==> config.mk <==
export PLATFORM = sky130hd
export DESIGN_NAME = awu_sqrt
export DESIGN_NICKNAME = d
export VERILOG_FILES = /design/src/design/awu_pkg.sv /design/src/design/awu_sqrt.sv
export SDC_FILE = /design/constraint.sdc
export NUM_CORES = 2
export LEC_CHECK = 0
export BUFFER_PORTS_ARGS = -buffer_cell sky130_fd_sc_hd__buf_4
export CORE_AREA = 2 2 470 565
export DETAILED_ROUTE_END_ITERATION = 6
export DIE_AREA = 0 0 472 567
export HOLD_SLACK_MARGIN = 0.06
export PLACE_DENSITY = 0.51
export SETUP_SLACK_MARGIN = 0.3
export SYNTH_ARGS = -nofsm -noshare
export SYNTH_HDL_FRONTEND = slang
export SYNTH_SLANG_ARGS = --single-unit
export TNS_END_PERCENT = 30
==> constraint.sdc <==
create_clock -name clock -period 10.2 [get_ports clock]
set_input_delay 1.02 -clock clock [delete_from_list [all_inputs] [get_ports clock]]
set_output_delay 1.02 -clock clock [all_outputs]
set_load 0.1 [all_outputs]
==> src/design/awu_pkg.sv <==
// shared types, constants and binary32 arithmetic helpers for the adam weight update
// no dependencies; imported by the top, square root and divider modules and the testbench
`default_nettype none

package awu_pkg;

   localparam logic [31:0] QNAN   = 32'h7FC0_0000;
   localparam logic [31:0] FP_ONE = 32'h3F80_0000;

   localparam int SQRT_STAGES = 14;   // one setup stage, then two root bits a stage
   localparam int DIV_STAGES  = 15;   // one setup stage, then two quotient bits a stage

   localparam int CSR_INDEX_W = 3;

   typedef enum logic [CSR_INDEX_W-1:0] {
      CSR_LEARNING_RATE,
      CSR_FIRST_MOMENT_DECAY,
      CSR_SECOND_MOMENT_DECAY,
      CSR_STABILITY_EPSILON,
      CSR_WEIGHT_DECAY
   } csr_index_type;

   // unrounded result: sig bit 47 has weight 2^(exp-127)
   typedef struct packed {
      logic               spec;
      logic [31:0]        spec_val;
      logic               sign;
      logic signed [11:0] exp;
      logic [47:0]        sig;
   } mid_type;

   function automatic logic is_nan(input logic [31:0] x);
      return (x[30:23] == 8'hFF) && (x[22:0] != 23'd0);
   endfunction

   function automatic logic is_inf(input logic [31:0] x);
      return (x[30:23] == 8'hFF) && (x[22:0] == 23'd0);
   endfunction

   function automatic logic [7:0] eff_exp(input logic [31:0] x);
      return (x[30:23] == 8'd0) ? 8'd1 : x[30:23];
   endfunction

   function automatic logic [4:0] lzc24(input logic [23:0] x);
      logic [4:0] n;
      logic       found;
      n = 5'd0;
      found = 1'b0;
      for (int i = 23; i >= 0; i--) begin
         if (!found && x[i]) begin
            n = 5'(23 - i);
            found = 1'b1;
         end
      end
      return n;
   endfunction

   // sig[26] is the leading one, sig[0] folds in sticky; round to nearest even
   function automatic logic [31:0] fp_round(input logic sign, input logic signed [11:0] exp,
                                            input logic [26:0] sig);
      logic [26:0] sh;
      logic [11:0] amt;
      logic [26:0] mask;
      logic [7:0]  ebias;
      logic [24:0] man;
      logic        rnd;
      logic [30:0] mag;
      sh = sig;
      ebias = 8'd0;
      amt = 12'd0;
      mask = 27'd0;
      if (exp >= 12'sd255) begin
         return {sign, 8'hFF, 23'd0};
      end
      if (exp <= 12'sd0) begin
         // subnormal range: denormalize with sticky
         amt = 12'd1 - $unsigned(exp);
         if (amt > 12'd27) amt = 12'd27;
         mask = (27'd1 << amt) - 27'd1;
         sh = (sig >> amt) | {26'd0, |(sig & mask)};
      end else begin
         ebias = 8'(exp - 12'sd1);
      end
      rnd = sh[2] & (sh[1] | sh[0] | sh[3]);
      man = {1'b0, sh[26:3]} + {24'd0, rnd};
      // mantissa carry ripples into the exponent field
      mag = {ebias, 23'd0} + {6'd0, man};
      return {sign, mag};
   endfunction

   function automatic logic [31:0] fp_norm(input mid_type m);
      logic [5:0]  lz;
      logic [47:0] x;
      logic        found;
      lz = 6'd0;
      found = 1'b0;
      if (m.spec) return m.spec_val;
      if (m.sig == 48'd0) return {m.sign, 31'd0};
      for (int i = 47; i >= 0; i--) begin
         if (!found && m.sig[i]) begin
            lz = 6'(47 - i);
            found = 1'b1;
         end
      end
      x = m.sig << lz;
      return fp_round(m.sign, m.exp - $signed({6'd0, lz}), {x[47:22], |x[21:0]});
   endfunction

   function automatic mid_type fp_mul_a(input logic [31:0] a, input logic [31:0] b);
      mid_type     m;
      logic [23:0] ma;
      logic [23:0] mb;
      logic        az;
      logic        bz;
      m = '0;
      az = (a[30:0] == 31'd0);
      bz = (b[30:0] == 31'd0);
      m.sign = a[31] ^ b[31];
      if (is_nan(a) || is_nan(b) || (is_inf(a) && bz) || (is_inf(b) && az)) begin
         m.spec = 1'b1;
         m.spec_val = QNAN;
      end else if (is_inf(a) || is_inf(b)) begin
         m.spec = 1'b1;
         m.spec_val = {m.sign, 8'hFF, 23'd0};
      end else begin
         ma = {a[30:23] != 8'd0, a[22:0]};
         mb = {b[30:23] != 8'd0, b[22:0]};
         m.sig = ma * mb;
         m.exp = $signed({4'd0, eff_exp(a)}) + $signed({4'd0, eff_exp(b)}) - 12'sd126;
      end
      return m;
   endfunction

   function automatic mid_type fp_add_a(input logic [31:0] a, input logic [31:0] b);
      mid_type     m;
      logic [31:0] x;
      logic [31:0] y;
      logic [7:0]  d;
      logic [47:0] xs;
      logic [47:0] y0;
      logic [47:0] ys;
      logic [47:0] sum;
      m = '0;
      x = a;
      y = b;
      ys = 48'd0;
      if (is_nan(a) || is_nan(b) || (is_inf(a) && is_inf(b) && (a[31] != b[31]))) begin
         m.spec = 1'b1;
         m.spec_val = QNAN;
      end else if (is_inf(a)) begin
         m.spec = 1'b1;
         m.spec_val = a;
      end else if (is_inf(b)) begin
         m.spec = 1'b1;
         m.spec_val = b;
      end else begin
         if (a[30:0] < b[30:0]) begin
            x = b;
            y = a;
         end
         d = eff_exp(x) - eff_exp(y);
         xs = {1'b0, x[30:23] != 8'd0, x[22:0], 23'd0};
         y0 = {1'b0, y[30:23] != 8'd0, y[22:0], 23'd0};
         if (d > 8'd47) begin
            ys = {47'd0, |y0};
         end else begin
            ys = (y0 >> d) | {47'd0, |(y0 & ((48'd1 << d) - 48'd1))};
         end
         sum = (x[31] == y[31]) ? xs + ys : xs - ys;
         m.sig = sum;
         // exact cancellation gives +0 unless both operands are negative
         m.sign = (sum == 48'd0) ? (a[31] & b[31]) : x[31];
         m.exp = $signed({4'd0, eff_exp(x)}) + 12'sd1;
      end
      return m;
   endfunction

endpackage

`default_nettype wire

==> src/design/awu_sqrt.sv <==
// pipelined binary32 square root, two root bits per stage, unrounded result out
// depends on awu_pkg; stage enables come from the top level pipeline control
`default_nettype none

module awu_sqrt (
   input  logic                                 clock,
   input  logic [awu_pkg::SQRT_STAGES-1:0]      stage_en,
   input  logic [31:0]                          operand,
   output awu_pkg::mid_type                     result
);
   import awu_pkg::*;

   typedef struct packed {
      logic               spec;
      logic [31:0]        spec_val;
      logic signed [11:0] exp;
      logic [51:0]        rad;
      logic [27:0]        rem;
      logic [25:0]        root;
   } sqrt_stage_type;

   sqrt_stage_type st_ff [SQRT_STAGES];
   sqrt_stage_type st_in [SQRT_STAGES];

   function automatic sqrt_stage_type sqrt_iter(input sqrt_stage_type s);
      sqrt_stage_type r;
      logic [27:0]    rem_t;
      logic [27:0]    trial;
      r = s;
      rem_t = {s.rem[25:0], s.rad[51:50]};
      trial = {1'b0, s.root[24:0], 2'b01};
      if (rem_t >= trial) begin
         r.rem = rem_t - trial;
         r.root = {s.root[24:0], 1'b1};
      end else begin
         r.rem = rem_t;
         r.root = {s.root[24:0], 1'b0};
      end
      r.rad = {s.rad[49:0], 2'b00};
      return r;
   endfunction

   logic [23:0]        m24;
   logic [4:0]         lz;
   logic [23:0]        mn;
   logic [24:0]        n25;
   logic signed [11:0] eu;

   always_comb begin
      st_in[0] = '0;
      m24 = {operand[30:23] != 8'd0, operand[22:0]};
      lz = lzc24(m24);
      mn = m24 << lz;
      n25 = {1'b0, mn};
      eu = $signed({4'd0, eff_exp(operand)}) - $signed({7'd0, lz}) - 12'sd127;
      if (is_nan(operand)) begin
         st_in[0].spec = 1'b1;
         st_in[0].spec_val = QNAN;
      end else if (operand[30:0] == 31'd0) begin
         st_in[0].spec = 1'b1;
         st_in[0].spec_val = operand;
      end else if (operand[31]) begin
         st_in[0].spec = 1'b1;
         st_in[0].spec_val = QNAN;
      end else if (operand[30:23] == 8'hFF) begin
         st_in[0].spec = 1'b1;
         st_in[0].spec_val = operand;
      end else begin
         // make the exponent even so the root exponent is exact
         if (eu[0]) begin
            n25 = {mn, 1'b0};
            eu = eu - 12'sd1;
         end
         st_in[0].rad = {n25, 27'd0};
         st_in[0].exp = (eu >>> 1) + 12'sd127;
      end
      for (int k = 1; k < SQRT_STAGES; k++) begin
         st_in[k] = sqrt_iter(sqrt_iter(st_ff[k-1]));
      end
   end

   always_ff @(posedge clock) begin
      for (int k = 0; k < SQRT_STAGES; k++) begin
         if (stage_en[k]) st_ff[k] <= st_in[k];
      end
   end

   always_comb begin
      result.spec = st_ff[SQRT_STAGES-1].spec;
      result.spec_val = st_ff[SQRT_STAGES-1].spec_val;
      result.sign = 1'b0;
      result.exp = st_ff[SQRT_STAGES-1].exp;
      result.sig = {st_ff[SQRT_STAGES-1].root, |st_ff[SQRT_STAGES-1].rem, 21'd0};
   end

endmodule

`default_nettype wire

After elaboration in Yosys (flattened, before gate mapping)
Memory sizes are Yosys's and may differ from the RTL's.
Index checks and enable logic that the tools add are counted.
{"block": "totals", "romBits": 0, "elab_cells": 226, "latchBits": 0, "n_memories": 1, "output_inout_bits": 94, "in_bits": 47, "ramBits": 2114, "register_bits": 0}
{"block": "classes", "n_bitwise": 0, "magnitude_cmp": 26, "multipliers": 0, "div": 0, "mux": 115, "addsub": 30, "shifts": 1, "eq_ne": 1, "n_reduce_logical": 52}
{"name": "st_ff", "depth": 14, "word_bits": 151, "rd": 14, "rd_ports_with_merged_regs": 0, "write_ports": 14, "line_no": "awu_sqrt.sv:22", "rtl": "sqrt_stage_type st_ff [SQRT_STAGES];"}
{"cell": "28-bit by 27-bit >= comparator with 1-bit output", "count": 26}
{"cell": "54-bit 2-to-1 mux", "count": 13}
{"cell": "52-bit 2-to-1 mux", "count": 13}
{"cell": "28-bit by 27-bit subtractor with 28-bit output", "count": 13}
{"cell": "26-bit subtractor", "count": 13}
{"cell": "64-bit 2-to-1 mux", "count": 4}
{"cell": "33-bit 2-to-1 mux", "count": 4}
{"cell": "5-bit 2-to-1 mux", "count": 21}
{"cell": "12-bit 2-to-1 mux", "count": 5}
{"cell": "1-bit 2-to-1 mux", "count": 52}
{"cell": "31-bit zero test", "count": 1}
{"cell": "28-bit OR reduction", "count": 1}
{"cell": "25-bit 2-to-1 mux", "count": 1}
{"cell": "1-bit logical AND", "count": 24}
{"cell": "24-bit by 5-bit << shifter with 24-bit output", "count": 1}
{"cell": "1-bit zero test", "count": 23}
{"cell": "23-bit nonzero test", "count": 1}
{"cell": "11-bit by 8-bit adder with 12-bit output, second input constant", "count": 1}
{"cell": "10-bit by 2-bit subtractor with 11-bit output, second input constant", "count": 1}
{"cell": "9-bit by 8-bit subtractor with 10-bit output, second input constant", "count": 1}
{"cell": "8-bit by 5-bit subtractor with 9-bit output", "count": 1}
{"cell": "8-bit equality test, second input constant", "count": 1}
{"cell": "8-bit zero test", "count": 1}
{"cell": "8-bit 2-to-1 mux", "count": 1}
{"cell": "2 further kinds", "count": 2}

Depth between registers and ports, before layout
{"block": "depth", "depth_word": 84, "depth_mapped": 29, "depth_no_buf": 27}

Least setup slack after synthesis
No wires, ideal clock.
{"block": "synth_path", "path_kind": "flip-flop to flip-flop", "from": "mem st_ff[1][631] (netlist bit)", "to": "mem st_ff[1][783] (netlist bit), data pin", "arrival_ps": 6448, "path_stages_with_launch": 30, "required_ps": 9938, "setup_ps": 262, "period_less_slack_ps": 6710, "path_slack_ps": 3490, "path_buffers": 3, "path_cell_list": "edfxtp_1 > inv_1 > ha_1 > inv_1 > fa_1 > nor2b_1 > o21ai_0 > a21boi_0 > o31ai_1 > a21oi_1 > o21a_1 > a41oi_1 > o31ai_1 > clkbuf_1 > clkbuf_1 > mux2i_1 > inv_1 > ha_1 > a21oi_1 > o22ai_1 > nor2_1 > o21ai_0 > a311o_1 > o31a_1 > o31a_1 > a41o_1 > o21ai_0 > nand3b_1 > clkbuf_1 > or2_2"}
{"item": "start, declared", "line_no": "awu_sqrt.sv:22"}

==> flow_metrics.tcl <==
set metrics [dict create \
    run_status "finished, final reports clean" \
    setup-tns-final_ns 0 \
    grt_antenna_before_repair 0 \
    firstDrtPassIters 6 \
    crit_type "reg2reg" \
    route.detailed.wl_per_inst_um 16.1 \
    min_path_type "reg2reg" \
    synth_largest_area_cell "edfxtp_1" \
    max-vdd-ir-drop_mv 0.158 \
    netlist_instances 5482 \
    fp.dieArea_um2 268000 \
    ys_async_sr_fraction 0 \
    clkLatencyLatePin_ns 0.79 \
    antenna_left 0 \
    post_synth_num_cell_types 100 \
    final-hold-violation-count 0 \
    slew_headroom 0.219 \
    finalWirelength_mm 148 \
    synth_top_family_by_area "compound AO/OA/AOI/OAI gates" \
    final_nets 6036 \
    boundaryPins 141 \
    startpoint_of_the_worst_register_to_register_path "st_ff[1][480]" \
    clock_root_buffer_master "clkbuf_16" \
    hold_path.startpoint "st_ff[1][150]" \
    power.density_cell_area_nw_per_um2 240 \
    largest_register "st_ff" \
    tritoncts_num_sinks 1221 \
    cts_max_level 4 \
    timing.critical_path.to_type "register" \
    post_synth_mux_area_share 0.0387 \
    crit_start "st_ff[1][480]" \
    synth-seq-area-share 0.562 \
    cts_hold_buffers 0 \
    tritoncts "built" \
    die_width_um 472 \
    final_util 0.284 \
    critical-path-top-cell-by-count "buf_4" \
    p_leak_nw 27.3 \
    synth_flop_cell "edfxtp_1" \
    remaining_drc_errors 0 \
    critical_path_buf_inv_count 6 \
    cap_violations 0 \
    initial_core_utilization 0.249 \
    grt_pass1_wl_mm 232 \
    synth_edf_count 1221 \
    first_global_vias 43400 \
    cp_data_required_time_ns 10.70 \
    synth-compound-area-share 0.120 \
    fin_worst_hold_slack_ns 0.408 \
    instances_no_fill 9167 \
    crit_slowest_cell "a41oi_1" \
    synth_simple_gate_area_frac 0.114 \
    syn-mean-instance-area_um2 11.9 \
    max_slew.worst_pin.slew_ns 1.16 \
    post_route_cells_drive_above_1_share 0.104 \
    place.detailed.instances 8913 \
    critical_path_arrival_ns 8.61 \
    post_route_fraction_of_the_period_consumed_by_the_critical_path 0.795 \
    period_minus_slack_ns 8.11 \
    synth_seq_cells 1221 \
    clock.fmax_mhz 123 \
    clkTransAtPathRegs_ns 0.05 \
    timing.critical_path.from_type "register" \
    clock_tree.buffer_depth 3 \
    grt_util_all_layers 0.108 \
    route.detailed.vias_per_inst 4.56 \
    largest_register_ff_count 1221 \
    io_buffers 118 \
    die-height_um 567 \
    rows 206 \
    detailedRoute.firstIterationViolations 1723 \
    gr-total-overflow 0 \
    netlist.area_leader.share 0.562 \
    grt_setup_unrepaired "no" \
    reg.largest.list "st_ff x1221" \
    cts_buffers 142 \
    coreArea_um2 262000 \
    setup_viol_count_final 0 \
    slew_viol_final 0 \
    hpwlAfterDp_mm 113 \
    yosys-top-cells-area "edfxtp_1, ha_1, xnor2_1, mux2_2, a21oi_1" \
    routed-via-count 41800 \
    gp_congestion 0.896 \
    worst-path-max-fanout 24 \
    synth-adder-area-share 0.0714 \
    synthXorXnorAreaFrac 0.0569 \
    largest_net_degree_at_the_start_of_global_routing 71 \
    number_of_warnings_reported_in_the_yosys_synthesis_log 0 \
    timing.clock.skew_ns 0.0444 \
    synth.cell_area_um2 65300 \
    post_cts.repair.setup_buffers 0 \
    critPathTopFamily "compound AO/OA/AOI/OAI gates" \
    slowest_delay_ns 0.56 \
    cts-resized-gates 0 \
    syn2layout_area_growth_pct 14.0 \
]
-- Yosys cell counts, drive strengths merged (110+ instances only) --
library cell / instances
inv: 340
xor2: 166
ha: 350
nand2: 314
edfxtp: 1221
xnor2: 258
nand3: 110
nor3: 134
o21ai: 248
a21oi: 330
mux2: 165
nor2: 412
-- cells in the final DEF, fill, tap and decap left out, types with 49 or more instances in the layout --
cell,netlist,final
nand4_1,54,54
nand3_1,110,110
buf_4,93,160
a21oi_1,330,329
ha_1,350,350
xor2_1,166,166
clkbuf_16,0,145
nand2b_1,62,62
a31oi_1,49,49
nor4_1,57,57
o21a_1,77,77
mux2_2,165,165
a21o_1,106,106
nor3_1,133,131
o21ai_0,243,243
nor2_1,412,411
nand2_1,314,314
edfxtp_1,1221,1221
nor2b_1,64,64
xnor2_1,258,258
inv_1,337,337
or3_1,53,53
mux2i_1,62,62
-- final timing paths --
path / to / cells past startpoint / slack (ns)
setup / recovery: st_ff[1][647] / 28 / 2.09
hold / removal: st_ff[1][301] / 0 / 0.41
setup reg to reg: st_ff[1][647] / 28 / 2.09
hold reg to reg: st_ff[1][301] / 0 / 0.41
-- power by group --
part / internal, mW / switching [mW] / leakage (nW)
Combinational: 2.62 / 3.39 / 13.4
Clock: 2.93 / 2.06 / 2.23
Sequential: 6.46 / 0.399 / 11.7
-- kinds of logic (layout without fill, tap and decap cells) --
family          after synthesis  after routing
buf+inv                     551            758
xor+xnor                    424            424
other cells                   2             48
flops                      1221           1221
mux                         229            229
fa+ha+maj                   364            364
compound gates             1209           1209
simple gates               1482           1482
-- worst register-to-register path: cells and delay by family, from the launching register on --
| kind | cells | cell delay [ns] |
|---|---|---|
| compound gates | 12 | 3.80 |
| flops | 1 | 0.41 |
| simple gates | 5 | 0.91 |
| buf+inv | 6 | 1.21 |
| mux | 2 | 0.68 |
| fa+ha+maj | 3 | 0.80 |
-- through the flow --
step / area, um2 / worst slack [ns] / total power [mW]
floorplan: 65500 / 3.49 / 11.5
global placement: 69800 / 1.98 / 12.9
detailed placement: 69800 / 2.09 / 13.0
CTS: 74500 / 2.05 / 18.1
global route: 74500 / 1.31 / 19.0
finish: 74500 / 2.09 / 17.9
-- per-layer routing --
metal  vias to the layer above  track usage  routed length (um)
li1                      20700            -                   -
met1                     20100        0.103               53700
met2                       692        0.221               83500
met3                       320       0.0171                4210
met4                         0       0.0503                6440
met5                         -            0                   0
-- cell type report --
cell class / instances / area, um2
diodes: 1 / 2.50
clock buffers: 180 / 3760
clock inverters: 73 / 858
fillers: 26600 / 187000
inverters: 345 / 1290
multi-input cells: 3755 / 26400
flip-flops and latches: 1221 / 36700
well taps: 3432 / 4290
repair buffers: 160 / 1200
Note: power is estimated with default switching activity, not from simulation.
