===== config.mk =====
export PLATFORM = sky130hd
export DESIGN_NAME = awu_div
export DESIGN_NICKNAME = d
export VERILOG_FILES = /design/src/design/awu_pkg.sv /design/src/design/awu_div.sv
export SDC_FILE = /design/constraint.sdc
export NUM_CORES = 2
export LEC_CHECK = 0
export BUFFER_PORTS_ARGS = -buffer_cell sky130_fd_sc_hd__buf_2
export CORE_MARGIN = 3
export CORE_UTILIZATION = 50
export DETAILED_ROUTE_END_ITERATION = 12
export GPL_ROUTABILITY_DRIVEN = 0
export PLACE_DENSITY = 0.73
export SYNTH_ARGS = -nofsm -noshare
export SYNTH_HDL_FRONTEND = slang
export SYNTH_SLANG_ARGS = --single-unit

===== constraint.sdc =====
create_clock -name clock -period 6.9 [get_ports clock]
set_clock_uncertainty 0.05 [all_clocks]
set_input_delay 1.38 -clock clock [delete_from_list [all_inputs] [get_ports clock]]
set_output_delay 1.38 -clock clock [all_outputs]
set_load 0.02 [all_outputs]

===== src/design/awu_pkg.sv =====
// shared types, constants and binary32 arithmetic helpers for the adam weight update
// no dependencies; imported by the top, square root and divider modules and the testbench
`default_nettype none

package awu_pkg;

   localparam logic [31:0] QNAN   = 32'h7FC0_0000;
   localparam logic [31:0] FP_ONE = 32'h3F80_0000;

   localparam int SQRT_STAGES = 14;   // one setup stage, then two root bits a stage
   localparam int DIV_STAGES  = 15;   // one setup stage, then two quotient bits a stage

   localparam int CSR_INDEX_W = 3;

   typedef enum logic [CSR_INDEX_W-1:0] {
      CSR_LEARNING_RATE,
      CSR_FIRST_MOMENT_DECAY,
      CSR_SECOND_MOMENT_DECAY,
      CSR_STABILITY_EPSILON,
      CSR_WEIGHT_DECAY
   } csr_index_type;

   // unrounded result: sig bit 47 has weight 2^(exp-127)
   typedef struct packed {
      logic               spec;
      logic [31:0]        spec_val;
      logic               sign;
      logic signed [11:0] exp;
      logic [47:0]        sig;
   } mid_type;

   function automatic logic is_nan(input logic [31:0] x);
      return (x[30:23] == 8'hFF) && (x[22:0] != 23'd0);
   endfunction

   function automatic logic is_inf(input logic [31:0] x);
      return (x[30:23] == 8'hFF) && (x[22:0] == 23'd0);
   endfunction

   function automatic logic [7:0] eff_exp(input logic [31:0] x);
      return (x[30:23] == 8'd0) ? 8'd1 : x[30:23];
   endfunction

   function automatic logic [4:0] lzc24(input logic [23:0] x);
      logic [4:0] n;
      logic       found;
      n = 5'd0;
      found = 1'b0;
      for (int i = 23; i >= 0; i--) begin
         if (!found && x[i]) begin
            n = 5'(23 - i);
            found = 1'b1;
         end
      end
      return n;
   endfunction

   // sig[26] is the leading one, sig[0] folds in sticky; round to nearest even
   function automatic logic [31:0] fp_round(input logic sign, input logic signed [11:0] exp,
                                            input logic [26:0] sig);
      logic [26:0] sh;
      logic [11:0] amt;
      logic [26:0] mask;
      logic [7:0]  ebias;
      logic [24:0] man;
      logic        rnd;
      logic [30:0] mag;
      sh = sig;
      ebias = 8'd0;
      amt = 12'd0;
      mask = 27'd0;
      if (exp >= 12'sd255) begin
         return {sign, 8'hFF, 23'd0};
      end
      if (exp <= 12'sd0) begin
         // subnormal range: denormalize with sticky
         amt = 12'd1 - $unsigned(exp);
         if (amt > 12'd27) amt = 12'd27;
         mask = (27'd1 << amt) - 27'd1;
         sh = (sig >> amt) | {26'd0, |(sig & mask)};
      end else begin
         ebias = 8'(exp - 12'sd1);
      end
      rnd = sh[2] & (sh[1] | sh[0] | sh[3]);
      man = {1'b0, sh[26:3]} + {24'd0, rnd};
      // mantissa carry ripples into the exponent field
      mag = {ebias, 23'd0} + {6'd0, man};
      return {sign, mag};
   endfunction

   function automatic logic [31:0] fp_norm(input mid_type m);
      logic [5:0]  lz;
      logic [47:0] x;
      logic        found;
      lz = 6'd0;
      found = 1'b0;
      if (m.spec) return m.spec_val;
      if (m.sig == 48'd0) return {m.sign, 31'd0};
      for (int i = 47; i >= 0; i--) begin
         if (!found && m.sig[i]) begin
            lz = 6'(47 - i);
            found = 1'b1;
         end
      end
      x = m.sig << lz;
      return fp_round(m.sign, m.exp - $signed({6'd0, lz}), {x[47:22], |x[21:0]});
   endfunction

   function automatic mid_type fp_mul_a(input logic [31:0] a, input logic [31:0] b);
      mid_type     m;
      logic [23:0] ma;
      logic [23:0] mb;
      logic        az;
      logic        bz;
      m = '0;
      az = (a[30:0] == 31'd0);
      bz = (b[30:0] == 31'd0);
      m.sign = a[31] ^ b[31];
      if (is_nan(a) || is_nan(b) || (is_inf(a) && bz) || (is_inf(b) && az)) begin
         m.spec = 1'b1;
         m.spec_val = QNAN;
      end else if (is_inf(a) || is_inf(b)) begin
         m.spec = 1'b1;
         m.spec_val = {m.sign, 8'hFF, 23'd0};
      end else begin
         ma = {a[30:23] != 8'd0, a[22:0]};
         mb = {b[30:23] != 8'd0, b[22:0]};
         m.sig = ma * mb;
         m.exp = $signed({4'd0, eff_exp(a)}) + $signed({4'd0, eff_exp(b)}) - 12'sd126;
      end
      return m;
   endfunction

   function automatic mid_type fp_add_a(input logic [31:0] a, input logic [31:0] b);
      mid_type     m;
      logic [31:0] x;
      logic [31:0] y;
      logic [7:0]  d;
      logic [47:0] xs;
      logic [47:0] y0;
      logic [47:0] ys;
      logic [47:0] sum;
      m = '0;
      x = a;
      y = b;
      ys = 48'd0;
      if (is_nan(a) || is_nan(b) || (is_inf(a) && is_inf(b) && (a[31] != b[31]))) begin
         m.spec = 1'b1;
         m.spec_val = QNAN;
      end else if (is_inf(a)) begin
         m.spec = 1'b1;
         m.spec_val = a;
      end else if (is_inf(b)) begin
         m.spec = 1'b1;
         m.spec_val = b;
      end else begin
         if (a[30:0] < b[30:0]) begin
            x = b;
            y = a;
         end
         d = eff_exp(x) - eff_exp(y);
         xs = {1'b0, x[30:23] != 8'd0, x[22:0], 23'd0};
         y0 = {1'b0, y[30:23] != 8'd0, y[22:0], 23'd0};
         if (d > 8'd47) begin
            ys = {47'd0, |y0};
         end else begin
            ys = (y0 >> d) | {47'd0, |(y0 & ((48'd1 << d) - 48'd1))};
         end
         sum = (x[31] == y[31]) ? xs + ys : xs - ys;
         m.sig = sum;
         // exact cancellation gives +0 unless both operands are negative
         m.sign = (sum == 48'd0) ? (a[31] & b[31]) : x[31];
         m.exp = $signed({4'd0, eff_exp(x)}) + 12'sd1;
      end
      return m;
   endfunction

endpackage

`default_nettype wire


===== src/design/awu_div.sv =====
// pipelined binary32 divider, restoring, two quotient bits per stage, unrounded result
// depends on awu_pkg; stage enables come from the top level pipeline control
`default_nettype none

module awu_div (
   input  logic                                 clock,
   input  logic [awu_pkg::DIV_STAGES-1:0]       stage_en,
   input  logic [31:0]                          dividend,
   input  logic [31:0]                          divisor,
   output awu_pkg::mid_type                     result
);
   import awu_pkg::*;

   typedef struct packed {
      logic               spec;
      logic [31:0]        spec_val;
      logic               sign;
      logic signed [11:0] exp;
      logic [24:0]        rem;
      logic [27:0]        quo;
      logic [23:0]        dvs;
   } div_stage_type;

   div_stage_type st_ff [DIV_STAGES];
   div_stage_type st_in [DIV_STAGES];

   function automatic div_stage_type div_iter(input div_stage_type s);
      div_stage_type r;
      logic [24:0]   diff;
      r = s;
      diff = s.rem;
      if (s.rem >= {1'b0, s.dvs}) begin
         diff = s.rem - {1'b0, s.dvs};
         r.quo = {s.quo[26:0], 1'b1};
      end else begin
         r.quo = {s.quo[26:0], 1'b0};
      end
      r.rem = {diff[23:0], 1'b0};
      return r;
   endfunction

   logic [23:0] ma;
   logic [23:0] mb;
   logic [4:0]  lza;
   logic [4:0]  lzb;
   logic        az;
   logic        bz;
   logic        sgn;

   always_comb begin
      st_in[0] = '0;
      ma = {dividend[30:23] != 8'd0, dividend[22:0]};
      mb = {divisor[30:23] != 8'd0, divisor[22:0]};
      lza = lzc24(ma);
      lzb = lzc24(mb);
      az = (dividend[30:0] == 31'd0);
      bz = (divisor[30:0] == 31'd0);
      sgn = dividend[31] ^ divisor[31];
      st_in[0].sign = sgn;
      if (is_nan(dividend) || is_nan(divisor) || (az && bz)
          || (is_inf(dividend) && is_inf(divisor))) begin
         st_in[0].spec = 1'b1;
         st_in[0].spec_val = QNAN;
      end else if (is_inf(dividend) || bz) begin
         st_in[0].spec = 1'b1;
         st_in[0].spec_val = {sgn, 8'hFF, 23'd0};
      end else if (az || is_inf(divisor)) begin
         st_in[0].spec = 1'b1;
         st_in[0].spec_val = {sgn, 31'd0};
      end else begin
         // both significands normalized to 1.x, quotient lands in (0.5, 2)
         st_in[0].rem = {1'b0, ma << lza};
         st_in[0].dvs = mb << lzb;
         st_in[0].exp = ($signed({4'd0, eff_exp(dividend)}) - $signed({7'd0, lza}))
                      - ($signed({4'd0, eff_exp(divisor)}) - $signed({7'd0, lzb}))
                      + 12'sd127;
      end
      for (int k = 1; k < DIV_STAGES; k++) begin
         st_in[k] = div_iter(div_iter(st_ff[k-1]));
      end
   end

   always_ff @(posedge clock) begin
      for (int k = 0; k < DIV_STAGES; k++) begin
         if (stage_en[k]) st_ff[k] <= st_in[k];
      end
   end

   always_comb begin
      result.spec = st_ff[DIV_STAGES-1].spec;
      result.spec_val = st_ff[DIV_STAGES-1].spec_val;
      result.sign = st_ff[DIV_STAGES-1].sign;
      result.exp = st_ff[DIV_STAGES-1].exp;
      result.sig = {st_ff[DIV_STAGES-1].quo, |st_ff[DIV_STAGES-1].rem, 19'd0};
   end

endmodule

`default_nettype wire


## Word level (Yosys, flattened, before mapping)

Memory sizes are Yosys's and may differ from the RTL's.
Cells that the tools add are included.

- Eq/ne operators: 2
- Magnitude comparators: 28
- Reductions and logical operators: 114
- Bitwise logic cells: 1
- Muxes and demuxes: 189
- Shifts and indexed selects: 2
- Add/sub/neg operators: 32

Operator list:

| operator | count |
|---|---|
| two-way mux 24 bit | 31 |
| greater-or-equal comparator 25 x 24 -> 1 bit | 28 |
| subtractor 24 bit | 28 |
| two-way mux 5 bit | 43 |
| two-way mux 37 bit | 3 |
| two-way mux 1 bit | 106 |
| two-way mux 33 bit | 3 |
| logical NOT 31 bit | 2 |
| logical AND 1 bit | 52 |
| << shifter 24 x 5 -> 24 bit | 2 |
| logical NOT 1 bit | 46 |
| logical NOT 23 bit | 2 |
| nonzero test 23 bit | 2 |
| OR reduction 25 bit | 1 |
| subtractor 8 x 5 -> 9 bit | 2 |
| == test 8 bit (second input constant) | 2 |
| logical NOT 8 bit | 2 |
| two-way mux 8 bit | 2 |
| nonzero test 8 bit | 2 |
| adder 10 x 8 -> 11 bit (second input constant) | 1 |
| subtractor 9 x 9 -> 10 bit | 1 |
| logical OR 1 bit | 5 |
| two-way mux 2 bit | 1 |
| XOR 1 bit | 1 |

- Input bits: 80
- Output and inout port bits: 94
- RAM bits: 1845
- Logic and storage cells: 369
- Register bits after elaboration: 0
- Memories kept: 1

Memory list:

| memory | words | width | rd ports | clocked after Yosys merged registers in | wr ports | RTL line | RTL |
|---|---|---|---|---|---|---|---|
| st_ff | 15 | 123 | 15 | 0 | 15 | awu_div.sv:24 | `div_stage_type st_ff [DIV_STAGES];` |

## Longest topological paths before layout

- Depth after elaboration: 77
- Mapped depth: 28
- Gate-level depth less buffers: 25

## Worst setup path after synthesis

OpenSTA, ideal clock, no wires.

- Path type: input to register
- Start: input dividend[15]
- End: memory st_ff[0][86] (netlist bit), data pin
- Library setup time: 266 ps
- Arrival: 5684 ps
- Buffers on the path: 2
- Setup slack: 900 ps
- Required time: 6584 ps
- Cell stages on the path: 21
- Path through: nor4_1 -> nand4_1 -> nor4_1 -> a22oi_1 -> clkbuf_1 -> clkbuf_1 -> ha_1 -> a21o_1 -> a21oi_1 -> xnor2_1 -> ha_1 -> ha_1 -> nor2b_1 -> o21ai_0 -> nand2b_1 -> a21o_1 -> a21o_1 -> a21o_1 -> a21oi_1 -> xnor2_1 -> nor2_1

RTL lines:

| what | RTL line | RTL |
|---|---|---|
| from (decl) | awu_div.sv:8 | `input logic [31:0] dividend,` |
| to (decl) | awu_div.sv:24 |  |

==> run summary <==
The detailed-route wire length is 195000 um. The critical path in this run is classified as flip-flop to flip-flop. The fraction of synthesized cell area taken by the top area cell type is 44.0%. The via count of the first global-routing pass came to 55458. The worst setup margin is 0.272 ns. The final non-filler cell total is 9732. The actual transition at the worst max-transition pin came out at roughly 1.1 ns.

The layout net count came out at between 8000 and 9000. The number of standard-cell rows in the floorplan came out at 144. The post-synthesis instance total came out at around 7400. The biggest area contributor in the post-synthesis netlist is sky130_fd_sc_hd__edfxtp_1. Using the TritonRoute via totals, the vias-per-cell ratio works out to 5.99. The total DRC errors in the routed layout is 0. The initial core utilization came out at 50.6%. The endpoint kind of the worst setup timing path is a flip-flop. The fraction of the yosys area taken by sequential cells is a little over two fifths. The required time at the worst-slack endpoint is roughly 7.4 ns. The share of final-layout standard cells stronger than drive strength 1 is 12.6%. The via count is 58281. The TritonCTS clock tree is done. The antenna cell count is 0.

The core box area is 0.155 mm2. After synthesis, the cell types taking the most area are sky130_fd_sc_hd__edfxtp_1, sky130_fd_sc_hd__ha_1, sky130_fd_sc_hd__mux2_2, sky130_fd_sc_hd__xnor2_1, sky130_fd_sc_hd__a21oi_1. Across every metal layer, demand over resource in global routing totals about a quarter. The global-route wire length before repair came out at ~300000 um. The synthesized area divided by synthesized cell count is approximately 11 um2. Prior to clock tree synthesis, the placed netlist has a worst setup slack of 0.0453 ns.

The number of library cell types mapped by synthesis came out at 103. The maximum clock frequency came out at 151 MHz. The total grt overflow is 0.

In this run, CTS created clock tree buffers numbering 120. Setup total negative slack on the finished layout was measured at 0 ns. The flip-flop count of the largest register after layout is ~1100. The sink count of the clock tree came out at around 1100.

The number of top-level pins is 174. The minimum clock period after layout came out at 6.63 ns. The routed wirelength normalized by instance count came out at 20.1 um. The post-detailed-route count of antenna-violating nets came out at 0. The die is 402 um tall.

The async set-reset flop share out of synthesis is 0%. The netlist area before placement came out at 0.0783 mm2. Yosys printed 0 warnings.

st_ff holds more flip-flops than any other register. Port buffering added 132 buffers. The placed wire-length estimate after detailed placement is between 150000 and 200000 um. The origin of the critical flop-to-flop path is st_ff[0][124].

The first TritonRoute pass finished after 6 iterations. The clock-pin slew reported for the worst setup and hold paths after clock tree synthesis came out at ~0.070 ns. The area added between synthesis and finish came out at 9.05%. The initial antenna violation count came out at 1.

The main flop type after synthesis is sky130_fd_sc_hd__edfxtp_1. The post-synthesis register bit count came out at around 1100. The fraction of the cycle the final worst path needs is 96.1%. The number of placed instances with taps included came out at 9506. Setup violations remaining at the end of the flow were counted as 0.

The worst pin sits at a relative slew slack of 29.7%. In this run the deepest clock path goes through 3 buffers. The largest registers in the layout are st_ff: 1146 flops.

The maximum number of pins on one net before global-route repair is 69. The cell sitting at the root of the clock tree is a sky130_fd_sc_hd__clkbuf_16. The die covers 0.161 mm2. The overall die width is 402 um. The endpoint arrival time on the critical path came out at 7.08 ns. The hold path startpoint is st_ff[1][528]. The initial detailed-routing violation count came out at ~5600. The tightest min-delay check is of the flip-flop to flip-flop type. The number of enable-type register cells in the synthesized netlist came out at 1146. Tracing the worst setup path back leads to its startpoint at st_ff[0][124]. The number of hold violations in the final report was 0.

The number of max-slew violations in the final report is 0. Hold repair after CTS inserted 0 buffers. The run finished with clean final reports. The maximum net fanout on the critical path came out at 26.

The clock latency on the worst-skew pair came out at 0.74 ns. Setup repair after global routing left no endpoint under its margin. The kind of start point of the critical path is a flip-flop.

The H-tree was split into 3 levels. Across the run, the number of max-cap violations was 0.
metal layers:
| layer | vias to the layer above | global-route usage, % | wire length, um |
|---|---|---|---|
| met4 | 0 | 7.29 | 5660 |
| li1 | 27859 | - | - |
| met5 | - | 0 | 0 |
| met1 | 27986 | 32.9 | 87100 |
| met2 | 2127 | 37.7 | 89200 |
| met3 | 309 | 2.69 | 13300 |
Yosys cell counts (11+ instances only):
master / number
sky130_fd_sc_hd__a21boi_0: 29
sky130_fd_sc_hd__a31oi_1: 57
sky130_fd_sc_hd__and3_1: 42
sky130_fd_sc_hd__o22ai_1: 15
sky130_fd_sc_hd__a211oi_1: 67
sky130_fd_sc_hd__o31ai_1: 46
sky130_fd_sc_hd__o211a_1: 11
sky130_fd_sc_hd__nor4_1: 49
sky130_fd_sc_hd__a21o_1: 251
sky130_fd_sc_hd__a221oi_1: 14
sky130_fd_sc_hd__buf_4: 98
sky130_fd_sc_hd__nor3b_1: 11
sky130_fd_sc_hd__nand3_1: 108
sky130_fd_sc_hd__a211o_1: 13
sky130_fd_sc_hd__nor2_1: 564
sky130_fd_sc_hd__o21ai_0: 378
sky130_fd_sc_hd__o221ai_1: 12
sky130_fd_sc_hd__nand2_1: 417
sky130_fd_sc_hd__o21bai_1: 75
sky130_fd_sc_hd__a31o_2: 24
sky130_fd_sc_hd__edfxtp_1: 1146
sky130_fd_sc_hd__fa_1: 18
sky130_fd_sc_hd__mux2_2: 400
sky130_fd_sc_hd__buf_2: 52
sky130_fd_sc_hd__o21a_1: 126
sky130_fd_sc_hd__or3_1: 57
sky130_fd_sc_hd__xnor2_1: 384
sky130_fd_sc_hd__nand2b_1: 103
sky130_fd_sc_hd__mux2i_1: 90
sky130_fd_sc_hd__ha_1: 688
sky130_fd_sc_hd__o41ai_1: 17
sky130_fd_sc_hd__a21oi_1: 610
sky130_fd_sc_hd__o31a_1: 24
sky130_fd_sc_hd__nor3_1: 128
sky130_fd_sc_hd__o211ai_1: 24
sky130_fd_sc_hd__and4_1: 16
sky130_fd_sc_hd__nand4_1: 98
sky130_fd_sc_hd__nor2b_1: 107
sky130_fd_sc_hd__or2_2: 37
sky130_fd_sc_hd__xor2_1: 147
sky130_fd_sc_hd__clkbuf_1: 65
sky130_fd_sc_hd__or4_1: 28
sky130_fd_sc_hd__and2_1: 36
sky130_fd_sc_hd__inv_1: 538
per-stage QoR:
| stage | util [%] | hold WS (ns) | area [um2] |
|---|---|---|---|
| floorplan | - | 0.350 | 78400 |
| global route | 55.2 | 0.331 | 85400 |
| finish | 55.2 | 0.317 | 85400 |
| CTS | 55.1 | 0.312 | 85300 |
| detailed placement | 52.4 | 0.355 | 81200 |
| global placement | 52.4 | 0.351 | 81200 |
placed cells by master (no fill, tap or decap), types with 74 or more instances in the layout:
cell type	n
sky130_fd_sc_hd__nor3_1	128
sky130_fd_sc_hd__nand2b_1	103
sky130_fd_sc_hd__ha_1	688
sky130_fd_sc_hd__nor2_1	562
sky130_fd_sc_hd__o21bai_1	74
sky130_fd_sc_hd__xor2_1	147
sky130_fd_sc_hd__nand3_1	108
sky130_fd_sc_hd__mux2i_1	90
sky130_fd_sc_hd__inv_1	538
sky130_fd_sc_hd__nand4_1	98
sky130_fd_sc_hd__o21a_1	126
sky130_fd_sc_hd__nor2b_1	107
sky130_fd_sc_hd__o21ai_0	374
sky130_fd_sc_hd__edfxtp_1	1146
sky130_fd_sc_hd__nand2_1	415
sky130_fd_sc_hd__a21oi_1	607
sky130_fd_sc_hd__xnor2_1	384
sky130_fd_sc_hd__mux2_2	400
sky130_fd_sc_hd__buf_4	110
sky130_fd_sc_hd__clkbuf_16	120
sky130_fd_sc_hd__buf_2	121
sky130_fd_sc_hd__a21o_1	250
timing repair:
item                                    in CTS  in global routing
pin swaps                                    0                  3
setup buffers                                0                  2
gates resized for setup                      1                 20
endpoints found under the setup margin       4                132
path summary, 6_finish.rpt:
check	endpoint	slack, ns	cells past startpoint
setup / recovery	st_ff[0][313]	0.27	22
hold / removal	st_ff[1][653]	0.32	0
setup reg to reg	st_ff[0][313]	0.27	22
hold reg to reg	st_ff[1][653]	0.32	0
critical path: stages (launching register included):
cell and delay, ns:
sky130_fd_sc_hd__edfxtp_1 0.48, sky130_fd_sc_hd__inv_1 0.14, sky130_fd_sc_hd__ha_1 0.33, sky130_fd_sc_hd__nor2b_1 0.15
sky130_fd_sc_hd__o2111ai_1 0.31, sky130_fd_sc_hd__a32oi_2 0.23, sky130_fd_sc_hd__a22o_1 0.33, sky130_fd_sc_hd__a21oi_2 0.31
sky130_fd_sc_hd__o21ai_1 0.20, sky130_fd_sc_hd__a21oi_4 0.32, sky130_fd_sc_hd__mux2i_1 0.28, sky130_fd_sc_hd__ha_1 0.38
sky130_fd_sc_hd__o21ai_0 0.17, sky130_fd_sc_hd__a21boi_0 0.24, sky130_fd_sc_hd__o41ai_2 0.32, sky130_fd_sc_hd__buf_4 0.17
sky130_fd_sc_hd__a211oi_1 0.12, sky130_fd_sc_hd__o311ai_1 0.45, sky130_fd_sc_hd__a31oi_1 0.20, sky130_fd_sc_hd__a31o_2 0.33
sky130_fd_sc_hd__a21oi_2 0.17, sky130_fd_sc_hd__buf_4 0.29, sky130_fd_sc_hd__mux2_2 0.39
kinds of logic after synthesis:
family | Yosys count | share of synthesized area (%)
AO/OA/AOI/OAI | 1933 | 15.9
AND/OR/NAND/NOR | 1833 | 11.4
flip-flops | 1146 | 44.0
buffers and inverters | 774 | 4.35
adder cells (fa/ha/maj) | 706 | 11.5
XOR/XNOR | 531 | 5.94
multiplexers | 497 | 7.04
other | 1 | 0.00479
cell type report:
class | instances | area [um2]
fillers | 12899 | 69400
multi-input cells | 5541 | 40700
flip-flops and latches | 1146 | 34400
clock buffers | 125 | 3020
well taps | 2044 | 2560
inverters | 541 | 2030
repair buffers | 236 | 1520
clock inverters | 99 | 1100
Power is left out: the tool's default activity adds up to more than one toggle a clock period on the data nets, which glitch-free logic cannot reach.
